<file path="src/sct_pkg.sv">
`timescale 1ns / 1ps
// sct_pkg: widths, constants, command/status types and the denominator
// function shared by the fixed-point sine/cosine block. No dependencies.
package sct_pkg;

  // Port widths.
  localparam int ANG_W = 32;
  localparam int VAL_W = 30;

  // Internal widths, sized for FRAC_BITS anywhere in 16..30.
  localparam int XW     = 35;  // angle during range reduction
  localparam int UXW    = 32;  // |x| after reduction
  localparam int X2W    = 34;  // x squared
  localparam int TW     = 36;  // signed series term
  localparam int MAGW   = 36;  // multiplier operand
  localparam int HALF   = MAGW / 2;
  localparam int PP_W   = HALF + MAGW;
  localparam int PROD_W = 2 * MAGW;
  localparam int PW     = 40;  // |p| before divide
  localparam int SUMW   = 40;  // running sum
  localparam int DW     = 11;  // denominator, up to 32*33
  localparam int DIV_R  = 8;   // quotient bits per divider cycle
  localparam int DIV_CYC   = PW / DIV_R;
  localparam int DIV_CNT_W = $clog2(DIV_CYC);
  localparam int STEP_W = 5;

  // pi and 2pi with 30 fraction bits.
  localparam logic [63:0] PI_Q30     = 64'd3373259426;
  localparam logic [63:0] TWO_PI_Q30 = 64'd6746518852;

  typedef logic [STEP_W-1:0] step_t;

  typedef enum logic [3:0] {
    OP_IDLE,
    OP_LOAD,
    OP_REDUCE,
    OP_MUL_LO,
    OP_MUL_HI,
    OP_MUL_ACC,
    OP_INIT,
    OP_DIV_START,
    OP_UPDATE
  } dp_op_e;

  typedef struct packed {
    dp_op_e op;
    logic   mul_sq;    // square x instead of term * x2
    step_t  step;
    logic   out_load;
  } dp_cmd_t;

  typedef struct packed {
    logic in_range;
    logic div_last;
  } dp_status_t;

  // Round a Q30 constant to frac fraction bits.
  function automatic logic [63:0] q_const(input int frac, input logic [63:0] q30);
    logic [63:0] half;
    half = (64'd1 << (30 - frac)) >> 1;
    return (q30 + half) >> (30 - frac);
  endfunction

  // Series denominator for step i: (2i)(2i+1) for sine, (2i-1)(2i) for cosine.
  function automatic logic [DW-1:0] d_of(input logic cos, input step_t i);
    logic [DW-1:0] n;
    n = DW'({i, 1'b0});
    return cos ? n * (n - DW'(1)) : n * (n + DW'(1));
  endfunction

endpackage

</file>
<file path="src/sine_cosine_taylor_fixed.sv">
`timescale 1ns / 1ps
// Fixed-point sine/cosine by Taylor series, top level.
// Depends on sct_pkg, sct_ctrl and sct_datapath.
//
// Each request carries a command (0 sine, 1 cosine) and a signed angle in
// radians with FRAC_BITS fraction bits (Q3.28 by default). The angle is
// first folded into [-pi, pi] by adding or subtracting 2pi, one correction
// per cycle. TERMS series terms are then summed in wide fixed point: each
// step multiplies the previous term by x^2 (floor shift by FRAC_BITS) and
// divides by the step's factorial ratio with truncation toward zero. The
// sum is clamped to +/-1.0 and returned with FRAC_BITS fraction bits in
// the 30-bit value field (+1.0 wraps from FRAC_BITS = 29, -1.0 at 30).
// One request is worked on at a time, and the time it takes grows with the
// number of 2pi corrections. The cost is set by the series loop: per term,
// two passes through one shared 18x36 multiplier plus an accumulate, and a
// run of an 8-bit-per-cycle divider over the 40-bit dividend. A finished
// result sits in an output register, so a new request is taken while the
// previous result still waits.
module sine_cosine_taylor_fixed #(
  parameter int TERMS     = 10,
  parameter int FRAC_BITS = 28
) (
  input  logic                             clk_i,
  input  logic                             rst_ni,
  input  logic                             in_valid_i,
  output logic                             in_ready_o,
  input  logic                             command_i,
  input  logic signed [sct_pkg::ANG_W-1:0] angle_i,
  output logic                             out_valid_o,
  input  logic                             out_ready_i,
  output logic signed [sct_pkg::VAL_W-1:0] value_o
);
  import sct_pkg::*;

  localparam logic signed [31:0] ONE32 = 32'sd1 <<< FRAC_BITS;

  dp_cmd_t    cmd;
  dp_status_t status;

  // Controller: sequencing and both handshakes.
  sct_ctrl #(
    .TERMS (TERMS)
  ) u_ctrl (
    .clk_i       (clk_i),
    .rst_ni      (rst_ni),
    .in_valid_i  (in_valid_i),
    .in_ready_o  (in_ready_o),
    .out_valid_o (out_valid_o),
    .out_ready_i (out_ready_i),
    .cmd_o       (cmd),
    .status_i    (status)
  );

  // Datapath: reduction, multiplier, divider, sum and output register.
  sct_datapath #(
    .FRAC_BITS (FRAC_BITS)
  ) u_dp (
    .clk_i     (clk_i),
    .rst_ni    (rst_ni),
    .cmd_i     (cmd),
    .status_o  (status),
    .command_i (command_i),
    .angle_i   (angle_i),
    .value_o   (value_o)
  );

  logic signed [31:0] value_sx;
  assign value_sx = 32'(value_o);

  // A taken request keeps the block busy for at least the next cycle.
  a_busy_after_accept: assert property (@(posedge clk_i) disable iff (!rst_ni)
    in_valid_i && in_ready_o |=> !in_ready_o)
    else $error("input accepted again right after a request");

  // A new result only appears out of the finishing phase, never from idle.
  a_result_from_busy: assert property (@(posedge clk_i) disable iff (!rst_ni)
    $rose(out_valid_o) |-> $past(!in_ready_o))
    else $error("result appeared without a request in flight");

  // Clamp keeps every result within +/-1.0 (not checked at FRAC_BITS = 30).
  a_clamped: assert property (@(posedge clk_i) disable iff (!rst_ni)
    out_valid_o |-> (FRAC_BITS >= 30) || (value_sx <= ONE32 && value_sx >= -ONE32))
    else $error("result outside +/-1.0");

endmodule

</file>
<file path="src/sct_div.sv">
`timescale 1ns / 1ps
// sct_div: unsigned iterative divider, DIV_R quotient bits per cycle.
// Depends on sct_pkg.
module sct_div (
  input  logic                    clk_i,
  input  logic                    rst_ni,
  input  logic                    start_i,
  input  logic [sct_pkg::PW-1:0]  dvd_i,
  input  logic [sct_pkg::DW-1:0]  dsr_i,
  output logic                    last_o,
  output logic [sct_pkg::PW-1:0]  quot_o
);
  import sct_pkg::*;

  logic                 busy_q;
  logic [DIV_CNT_W-1:0] cnt_q;
  logic [PW-1:0]        dvd_q;
  logic [DW-1:0]        rem_q, dsr_q;
  logic [DW-1:0]        rem_d;
  logic [DIV_R-1:0]     qbits;

  // Restoring division over DIV_R dividend bits; remainder stays below dsr.
  always_comb begin
    logic [DW:0] t;
    rem_d = rem_q;
    qbits = '0;
    for (int k = 0; k < DIV_R; k++) begin
      t = {rem_d, dvd_q[PW-1-k]};
      if (t >= {1'b0, dsr_q}) begin
        t = t - {1'b0, dsr_q};
        qbits[DIV_R-1-k] = 1'b1;
      end
      rem_d = t[DW-1:0];
    end
  end

  always_ff @(posedge clk_i or negedge rst_ni) begin
    if (!rst_ni) begin
      busy_q <= 1'b0;
      cnt_q  <= '0;
    end else if (start_i) begin
      busy_q <= 1'b1;
      cnt_q  <= DIV_CNT_W'(DIV_CYC - 1);
    end else if (busy_q) begin
      if (cnt_q == '0) busy_q <= 1'b0;
      else cnt_q <= cnt_q - DIV_CNT_W'(1);
    end
  end

  always_ff @(posedge clk_i) begin
    if (start_i) begin
      dvd_q <= dvd_i;
      dsr_q <= dsr_i;
      rem_q <= '0;
    end else if (busy_q) begin
      dvd_q <= {dvd_q[PW-DIV_R-1:0], qbits};
      rem_q <= rem_d;
    end
  end

  assign last_o = busy_q && (cnt_q == '0);
  assign quot_o = dvd_q;

endmodule

</file>
<file path="src/sct_datapath.sv">
`timescale 1ns / 1ps
// sct_datapath: angle reduction, shared split multiplier, divider, term and
// sum registers, output clamp. Depends on sct_pkg and sct_div.
module sct_datapath #(
  parameter int FRAC_BITS = 28
) (
  input  logic                             clk_i,
  input  logic                             rst_ni,
  input  sct_pkg::dp_cmd_t                 cmd_i,
  output sct_pkg::dp_status_t              status_o,
  input  logic                             command_i,
  input  logic signed [sct_pkg::ANG_W-1:0] angle_i,
  output logic signed [sct_pkg::VAL_W-1:0] value_o
);
  import sct_pkg::*;

  localparam logic signed [XW-1:0]   PI_X     = signed'(XW'(q_const(FRAC_BITS, PI_Q30)));
  localparam logic signed [XW-1:0]   NEG_PI_X = -PI_X;
  localparam logic signed [XW-1:0]   TWO_PI_X = signed'(XW'(q_const(FRAC_BITS, TWO_PI_Q30)));
  localparam logic signed [TW-1:0]   ONE_T    = signed'(TW'(64'd1 << FRAC_BITS));
  localparam logic signed [SUMW-1:0] ONE_S    = signed'(SUMW'(64'd1 << FRAC_BITS));
  localparam logic signed [SUMW-1:0] NEG_ONE_S = -ONE_S;

  logic                     cos_q;
  logic signed [XW-1:0]     x_q;
  logic [X2W-1:0]           x2_q;
  logic signed [TW-1:0]     term_q;
  logic signed [SUMW-1:0]   sum_q;
  logic [PP_W-1:0]          pp_q;
  logic [PROD_W-1:0]        acc_q;
  logic signed [VAL_W-1:0]  value_q;

  logic [UXW-1:0]           ux;
  logic                     term_neg;
  logic [MAGW-1:0]          term_mag, op_a, op_b;
  logic [HALF-1:0]          a_half;
  logic [PP_W-1:0]          mult;
  logic [PW-1:0]            p_mag, quot;
  logic [DW-1:0]            dsr;
  logic signed [TW-1:0]     q_t, term_new;
  logic signed [SUMW-1:0]   sum_sat;
  logic                     div_last;

  assign ux       = x_q[XW-1] ? UXW'(-x_q) : UXW'(x_q);
  assign term_neg = term_q[TW-1];
  assign term_mag = term_neg ? MAGW'(-term_q) : MAGW'(term_q);

  // One 18 x 36 multiplier; a full product takes a low and a high pass.
  assign op_a   = cmd_i.mul_sq ? MAGW'(ux) : term_mag;
  assign op_b   = cmd_i.mul_sq ? MAGW'(ux) : MAGW'(x2_q);
  assign a_half = (cmd_i.op == OP_MUL_HI) ? op_a[MAGW-1:HALF] : op_a[HALF-1:0];
  assign mult   = PP_W'(a_half) * PP_W'(op_b);

  // floor(term * x2 / 2^F) as magnitude; a negative term rounds away.
  assign p_mag = PW'(acc_q >> FRAC_BITS)
               + PW'(term_neg && (acc_q[FRAC_BITS-1:0] != '0));
  assign dsr   = d_of(cos_q, cmd_i.step);

  sct_div u_div (
    .clk_i   (clk_i),
    .rst_ni  (rst_ni),
    .start_i (cmd_i.op == OP_DIV_START),
    .dvd_i   (p_mag),
    .dsr_i   (dsr),
    .last_o  (div_last),
    .quot_o  (quot)
  );

  // -p / d truncated: the sign flips against the old term.
  assign q_t      = signed'(TW'(quot));
  assign term_new = term_neg ? q_t : -q_t;

  always_comb begin
    priority if (sum_q > ONE_S) sum_sat = ONE_S;
    else if (sum_q < NEG_ONE_S) sum_sat = NEG_ONE_S;
    else sum_sat = sum_q;
  end

  always_ff @(posedge clk_i) begin
    unique case (cmd_i.op)
      OP_LOAD: begin
        cos_q <= command_i;
        x_q   <= XW'(angle_i);
      end
      OP_REDUCE: begin
        if (x_q > PI_X) x_q <= x_q - TWO_PI_X;
        else if (x_q < NEG_PI_X) x_q <= x_q + TWO_PI_X;
      end
      OP_MUL_LO: pp_q <= mult;
      OP_MUL_HI: begin
        acc_q <= PROD_W'(pp_q);
        pp_q  <= mult;
      end
      OP_MUL_ACC: acc_q <= acc_q + (PROD_W'(pp_q) << HALF);
      OP_INIT: begin
        x2_q   <= X2W'(acc_q >> FRAC_BITS);
        term_q <= cos_q ? ONE_T : TW'(x_q);
        sum_q  <= cos_q ? SUMW'(ONE_T) : SUMW'(x_q);
      end
      OP_UPDATE: begin
        term_q <= term_new;
        sum_q  <= sum_q + SUMW'(term_new);
      end
      OP_IDLE, OP_DIV_START: ;
      default: ;
    endcase
    if (cmd_i.out_load) value_q <= VAL_W'(sum_sat);
  end

  assign status_o.in_range = !(x_q > PI_X) && !(x_q < NEG_PI_X);
  assign status_o.div_last = div_last;
  assign value_o           = value_q;

endmodule

</file>
<file path="src/sct_ctrl.sv">
`timescale 1ns / 1ps
// sct_ctrl: sequencer for reduction, squaring and the series steps, plus
// input/output handshakes. Depends on sct_pkg.
module sct_ctrl #(
  parameter int TERMS = 10
) (
  input  logic                clk_i,
  input  logic                rst_ni,
  input  logic                in_valid_i,
  output logic                in_ready_o,
  output logic                out_valid_o,
  input  logic                out_ready_i,
  output sct_pkg::dp_cmd_t    cmd_o,
  input  sct_pkg::dp_status_t status_i
);
  import sct_pkg::*;

  localparam int SW = $clog2(TERMS + 1);

  typedef enum logic [3:0] {
    S_IDLE,
    S_REDUCE,
    S_SQ_LO,
    S_SQ_HI,
    S_SQ_ACC,
    S_INIT,
    S_TM_LO,
    S_TM_HI,
    S_TM_ACC,
    S_DIV_START,
    S_DIV_WAIT,
    S_UPDATE,
    S_DONE
  } state_e;

  state_e        state_q;
  logic [SW-1:0] step_q;
  logic          out_valid_q;

  always_comb begin
    cmd_o.op       = OP_IDLE;
    cmd_o.mul_sq   = 1'b0;
    cmd_o.step     = STEP_W'(step_q);
    cmd_o.out_load = 1'b0;
    unique case (state_q)
      S_IDLE:      if (in_valid_i) cmd_o.op = OP_LOAD;
      S_REDUCE:    cmd_o.op = OP_REDUCE;
      S_SQ_LO: begin
        cmd_o.op     = OP_MUL_LO;
        cmd_o.mul_sq = 1'b1;
      end
      S_SQ_HI: begin
        cmd_o.op     = OP_MUL_HI;
        cmd_o.mul_sq = 1'b1;
      end
      S_SQ_ACC: begin
        cmd_o.op     = OP_MUL_ACC;
        cmd_o.mul_sq = 1'b1;
      end
      S_INIT:      cmd_o.op = OP_INIT;
      S_TM_LO:     cmd_o.op = OP_MUL_LO;
      S_TM_HI:     cmd_o.op = OP_MUL_HI;
      S_TM_ACC:    cmd_o.op = OP_MUL_ACC;
      S_DIV_START: cmd_o.op = OP_DIV_START;
      S_DIV_WAIT:  cmd_o.op = OP_IDLE;
      S_UPDATE:    cmd_o.op = OP_UPDATE;
      S_DONE:      cmd_o.out_load = !out_valid_q || out_ready_i;
      default:     cmd_o.op = OP_IDLE;
    endcase
  end

  always_ff @(posedge clk_i or negedge rst_ni) begin
    if (!rst_ni) begin
      state_q     <= S_IDLE;
      step_q      <= '0;
      out_valid_q <= 1'b0;
    end else begin
      if (cmd_o.out_load) out_valid_q <= 1'b1;
      else if (out_ready_i) out_valid_q <= 1'b0;

      unique case (state_q)
        S_IDLE:      if (in_valid_i) state_q <= S_REDUCE;
        S_REDUCE:    if (status_i.in_range) state_q <= S_SQ_LO;
        S_SQ_LO:     state_q <= S_SQ_HI;
        S_SQ_HI:     state_q <= S_SQ_ACC;
        S_SQ_ACC:    state_q <= S_INIT;
        S_INIT: begin
          step_q  <= SW'(1);
          state_q <= S_TM_LO;
        end
        S_TM_LO:     state_q <= S_TM_HI;
        S_TM_HI:     state_q <= S_TM_ACC;
        S_TM_ACC:    state_q <= S_DIV_START;
        S_DIV_START: state_q <= S_DIV_WAIT;
        S_DIV_WAIT:  if (status_i.div_last) state_q <= S_UPDATE;
        S_UPDATE: begin
          if (step_q == SW'(TERMS)) begin
            state_q <= S_DONE;
          end else begin
            step_q  <= step_q + SW'(1);
            state_q <= S_TM_LO;
          end
        end
        S_DONE:      if (cmd_o.out_load) state_q <= S_IDLE;
        default:     state_q <= S_IDLE;
      endcase
    end
  end

  assign in_ready_o  = (state_q == S_IDLE);
  assign out_valid_o = out_valid_q;

endmodule

</file>
<file path="config.mk">
export PLATFORM = sky130hd
export DESIGN_NAME = sine_cosine_taylor_fixed
export DESIGN_NICKNAME = d
export VERILOG_FILES = /design/src/sct_pkg.sv /design/src/sine_cosine_taylor_fixed.sv /design/src/sct_div.sv /design/src/sct_datapath.sv /design/src/sct_ctrl.sv
export SDC_FILE = /design/constraint.sdc
export NUM_CORES = 2
export LEC_CHECK = 0
export BUFFER_PORTS_ARGS = -buffer_cell sky130_fd_sc_hd__buf_2
export CAP_MARGIN = 20
export CORE_ASPECT_RATIO = 0.9
export CORE_MARGIN = 2
export CORE_UTILIZATION = 40
export CTS_CLUSTER_SIZE = 20
export DETAILED_ROUTE_END_ITERATION = 10
export GPL_ROUTABILITY_DRIVEN = 1
export SETUP_SLACK_MARGIN = 0.4
export SYNTH_ARGS = -nofsm -noshare
export SYNTH_HDL_FRONTEND = slang
export SYNTH_SLANG_ARGS = --single-unit
</file>
<file path="constraint.sdc">
create_clock -name clk_i -period 17.3 [get_ports clk_i]
set_clock_uncertainty 0.05 [all_clocks]
set_input_delay 1.73 -clock clk_i [delete_from_list [all_inputs] [get_ports clk_i]]
set_output_delay 1.73 -clock clk_i [all_outputs]
set_load 0.02 [all_outputs]
</file>
==> results by stage <==
Finish:
- The post-route cell area is 52980 µm².
- The area added between synthesis and finish is 12.36%.
- The number of standard cells in the layout, taps in and fillers out is about 7000.
- The post-layout net count is roughly 6300.
- The number of diodes is 0.
- The core utilization of the finished layout is between 40% and 50%.
- Cells with a size suffix above 1 make up 10.93% of the layout.

STA:
- The number of endpoints with negative hold slack in the final report is 0.
- The final-report max-slew violation count is 0.
- Subtracting the final worst setup slack from the clock period gives between 15000 and 20000 ps.
- Setup violations remaining at the end of the flow were counted as 0.
- Hold is met by 471.7 ps.
- Setup repair after global routing could not meet its margin everywhere.
- Timing would allow up to approximately 60 MHz.
- For the pin with the worst max-slew slack, the measured transition is 1018 ps.
- The tightest slew margin relative to the limit is between 30% and 40%.
- The final worst-path cycle share is a little over nine tenths.

Critical path:
- The startpoint of the most critical setup path is u_dp.u_div.dsr_q[2]$_DFFE_PP_.
- The worst-case register-to-register setup slack is approximately 560 ps.
- The end of the worst register-to-register path is u_dp.u_div.rem_q[6]$_SDFFE_PP0P_.
- The critical path capture point type is a flip-flop.
- The cell type with the highest occurrence count on the critical path is sky130_fd_sc_hd__buf_4.
- The required time at the endpoint of the critical path is around 18000 ps.
- Along the worst path, the maximum fanout reaches 11.
- The stage delay of the slowest cell on the critical path is 410 ps.
- The critical setup path kind is flip-flop to flip-flop.
- The slowest library cell on the worst path is sky130_fd_sc_hd__a2111o_1.
- Measured in cells, the most critical reg-to-reg path has a length of about 90.
- The beginning of the worst register-to-register path is u_dp.u_div.dsr_q[2]$_DFFE_PP_.
- Data arrives at the worst endpoint at ~17000 ps.
- The kind of start point of the critical path is a flip-flop.
- The most critical setup path has its endpoint at u_dp.u_div.rem_q[6]$_SDFFE_PP0P_.

CTS:
- The clock insertion delay at the later pin of the skew report is 590 ps.
- The number of hold buffers added after CTS was 0.
- The maximum number of buffers from clock root to sink is 3.
- The clock tree from TritonCTS is yes.
- In this run the number of H-tree levels came out at 2.
- In this run the clock root is driven by a sky130_fd_sc_hd__clkbuf_16.
- The clock buffer count from CTS is between 40 and 50.
- After clock tree synthesis, the clock-pin slew on the worst setup and hold paths is around 60 ps.
- The number of sinks driven by the clock tree is approximately 370.

Routing:
- The iteration count of the initial detailed-routing pass is 6.
- The vias per cell is about 5.5.
- The number of nets still failing antenna checks after routing is 0.
- The vias after detailed routing is between 30000 and 40000.
- After detailed routing, the average wire length per cell comes to between 20 and 25 µm.
- In the routed design, unresolved DRC markers number 0.
- The initial DRC count is approximately 3400.
- The wire length after detailed routing is around 150000 µm.

Place:
- The instance area after placement is 50090 µm².
- The instance count after placement with tap cells included is approximately 7000.
- The congestion estimate from routability-driven global placement came to between 0.9 and 1.
- Summed over all nets, the half-perimeter wirelength after detailed placement is roughly 110000 µm.
- Port buffering added 68 buffers.

Floorplan:
- The die footprint is 120700 µm².
- The die is ~330 µm tall.
- The initial utilization of the core area, before any placement, comes to around two fifths.
- The floorplan core area is about 120000 µm².
- In this run the core area contains 119 standard-cell rows.
- just under 70 I/O pins were placed.
- The die is ~370 µm wide.

Yosys:
- After synthesis, the share of flip-flops with an asynchronous set or reset is under 10%.
- The top cell type by area accounts for a little under a quarter of the synthesized area.
- Yosys mapped the design onto a little over 80 distinct sky130hd cell types.
- By count the netlist is led by sky130_fd_sc_hd__nand2_1 (812), sky130_fd_sc_hd__inv_1 (643), sky130_fd_sc_hd__fa_1 (539), sky130_fd_sc_hd__nor2_1 (368), sky130_fd_sc_hd__ha_1 (363).
- The number of instances in the synthesized netlist is 5225.
- In this run, synthesis produced a sequential element count of roughly 370.
- Yosys printed 0 warnings.
- Counting flops with a built-in enable in the synthesized netlist gives approximately 350.
- The most repeated cell in the gate-level netlist after synthesis is sky130_fd_sc_hd__nand2_1.
- The share of synthesized area occupied by flip-flops and latches is 23.32%.
- The synthesized area is about 47000 µm².
- Ranked by total cell area, the synthesized netlist is headed by sky130_fd_sc_hd__fa_1 (23%), sky130_fd_sc_hd__edfxtp_1 (22%), sky130_fd_sc_hd__ha_1 (9.6%).
- A synthesized cell averages 9.025 µm².
- The flip-flop cell with the highest count after synthesis is sky130_fd_sc_hd__edfxtp_1.
- The cell type with the highest aggregate area in the netlist is sky130_fd_sc_hd__fa_1.

Worst hold path:
- The type of the most critical hold path is flip-flop to flip-flop.
- The cell depth of the worst min-delay path is 0.

GRT:
- The number of global-route vias before repair is approximately 38000.
- The number of antenna violations at the first check in global routing is 4.
- The first global-routing pass estimated 226400 µm of wire.
- In the global route stage, overall resource usage came out at between 20% and 30%.
- Entering global routing, the biggest net connects 86 pins.
- The total congestion overflow is 0.

Flow run:
- Across the run, the number of max-cap violations was 0.

Run status:
- The run finished with clean final reports.
-- repair_timing --
action,CTS,global route
gates resized for setup,27,97
setup buffers,59,30
endpoints found under the setup margin,11,11
pin swaps,20,73
cloned,2,1
-- layout make-up --
cell class,instances,area [µm²]
Sequential cell,372,11000
Tap cell,1573,1968
Fill cell,11468,64050
Clock buffer,49,1099
Clock inverter,27,326.6
Multi-Input combinational cell,4017,34110
Inverter,645,2425
Timing Repair Buffer,289,2062
-- metrics by stage --
step           setup TNS (ps)  worst slack (ps)
3_3_place_gp           -326.2            -49.87
6_report                    0             558.2
3_5_place_dp            -1594            -191.4
4_1_cts                     0             402.1
2_1_floorplan               0             162.7
5_1_grt                 -1705            -204.1
-- sequential cells by signal (all words and copies together) (netlist names), 4 cells and up --
| name | flops |
|---|---|
| u_ctrl.step_q | 4 |
| u_dp.u_div.quot_o | 40 |
| u_dp.term_q | 36 |
| u_dp.u_div.dsr_q | 10 |
| u_dp.x2_q | 34 |
| u_dp.u_div.rem_q | 11 |
| u_ctrl.state_q | 4 |
| u_dp.value_o | 30 |
| u_dp.sum_q | 40 |
| u_dp.acc_q | 68 |
| u_dp.pp_q | 54 |
| u_dp.x_q | 35 |
-- layer usage --
metal / wire, µm / up-vias / part of all wire, % / global-route usage [%]
met5: 0 / - / 0 / 0
met4: 3942 / 0 / 2.7 / 6.728
met3: 10730 / 213 / 7.3 / 3.044
met2: 66840 / 1336 / 45 / 38.68
met1: 65440 / 19011 / 45 / 34.48
li1: - / 17736 / - / -
-- cell families after synthesis --
logic type                 after synthesis  synth area share [%]
AOI/OAI and AO/OA                      997                 13.15
xor gates and xnor gates               339                 6.296
adders and majority gates              902                 32.51
buffers and inverters                  840                 6.755
DFF                                    372                 23.32
muxes                                   62                 1.576
other                                    2               0.01593
and+or+nand+nor                       1711                 16.37
-- worst min-delay path by stage --
stage / from / to / slack (ps)
floorplan: u_dp.acc_q[33]$_DFFE_PP_ / u_dp.x2_q[5]$_DFFE_PP_ / 410
global placement: u_dp.u_div.cnt_q[1]$_DFFE_PN0P_ / u_dp.u_div.cnt_q[1]$_DFFE_PN0P_ / 440
detailed placement: u_dp.acc_q[28]$_DFFE_PP_ / u_dp.x2_q[0]$_DFFE_PP_ / 440
CTS: u_dp.acc_q[28]$_DFFE_PP_ / u_dp.x2_q[0]$_DFFE_PP_ / 470
global route: u_dp.acc_q[28]$_DFFE_PP_ / u_dp.x2_q[0]$_DFFE_PP_ / 480
finish: u_dp.acc_q[28]$_DFFE_PP_ / u_dp.x2_q[0]$_DFFE_PP_ / 470
-- worst max-delay path: cells and delay by family, from the launching register on --
kind                       cells  cell delay (ps)
and+or+nand+nor               19             2680
buffers and inverters         23             2840
muxes                          8             2540
AOI/OAI and AO/OA             34             6170
adders and majority gates      8             2000
DFF                            1              400
-- cell usage in the layout, fill, tap and decap left out, types with 29 or more instances in the layout --
master,netlist,layout
sky130_fd_sc_hd__a21oi_1,251,225
sky130_fd_sc_hd__nand3_1,64,62
sky130_fd_sc_hd__nor2_1,368,363
sky130_fd_sc_hd__nor4_1,31,29
sky130_fd_sc_hd__o31ai_1,43,36
sky130_fd_sc_hd__clkbuf_16,0,43
sky130_fd_sc_hd__fa_1,539,537
sky130_fd_sc_hd__and2_1,70,68
sky130_fd_sc_hd__nand4_1,34,34
sky130_fd_sc_hd__buf_2,1,68
sky130_fd_sc_hd__edfxtp_1,348,348
sky130_fd_sc_hd__a21o_1,126,125
sky130_fd_sc_hd__o21a_1,52,52
sky130_fd_sc_hd__buf_4,0,212
sky130_fd_sc_hd__and3_1,32,32
sky130_fd_sc_hd__o21ai_0,301,279
sky130_fd_sc_hd__xor2_1,173,173
sky130_fd_sc_hd__nor2b_1,92,86
sky130_fd_sc_hd__xnor2_1,166,165
sky130_fd_sc_hd__nor3_1,48,46
sky130_fd_sc_hd__ha_1,363,338
sky130_fd_sc_hd__inv_1,643,635
sky130_fd_sc_hd__nand2_1,812,809
sky130_fd_sc_hd__nand2b_1,61,59
Power is not shown: default switching activity piles up to over one toggle a cycle in this logic, so the estimate is an artifact.
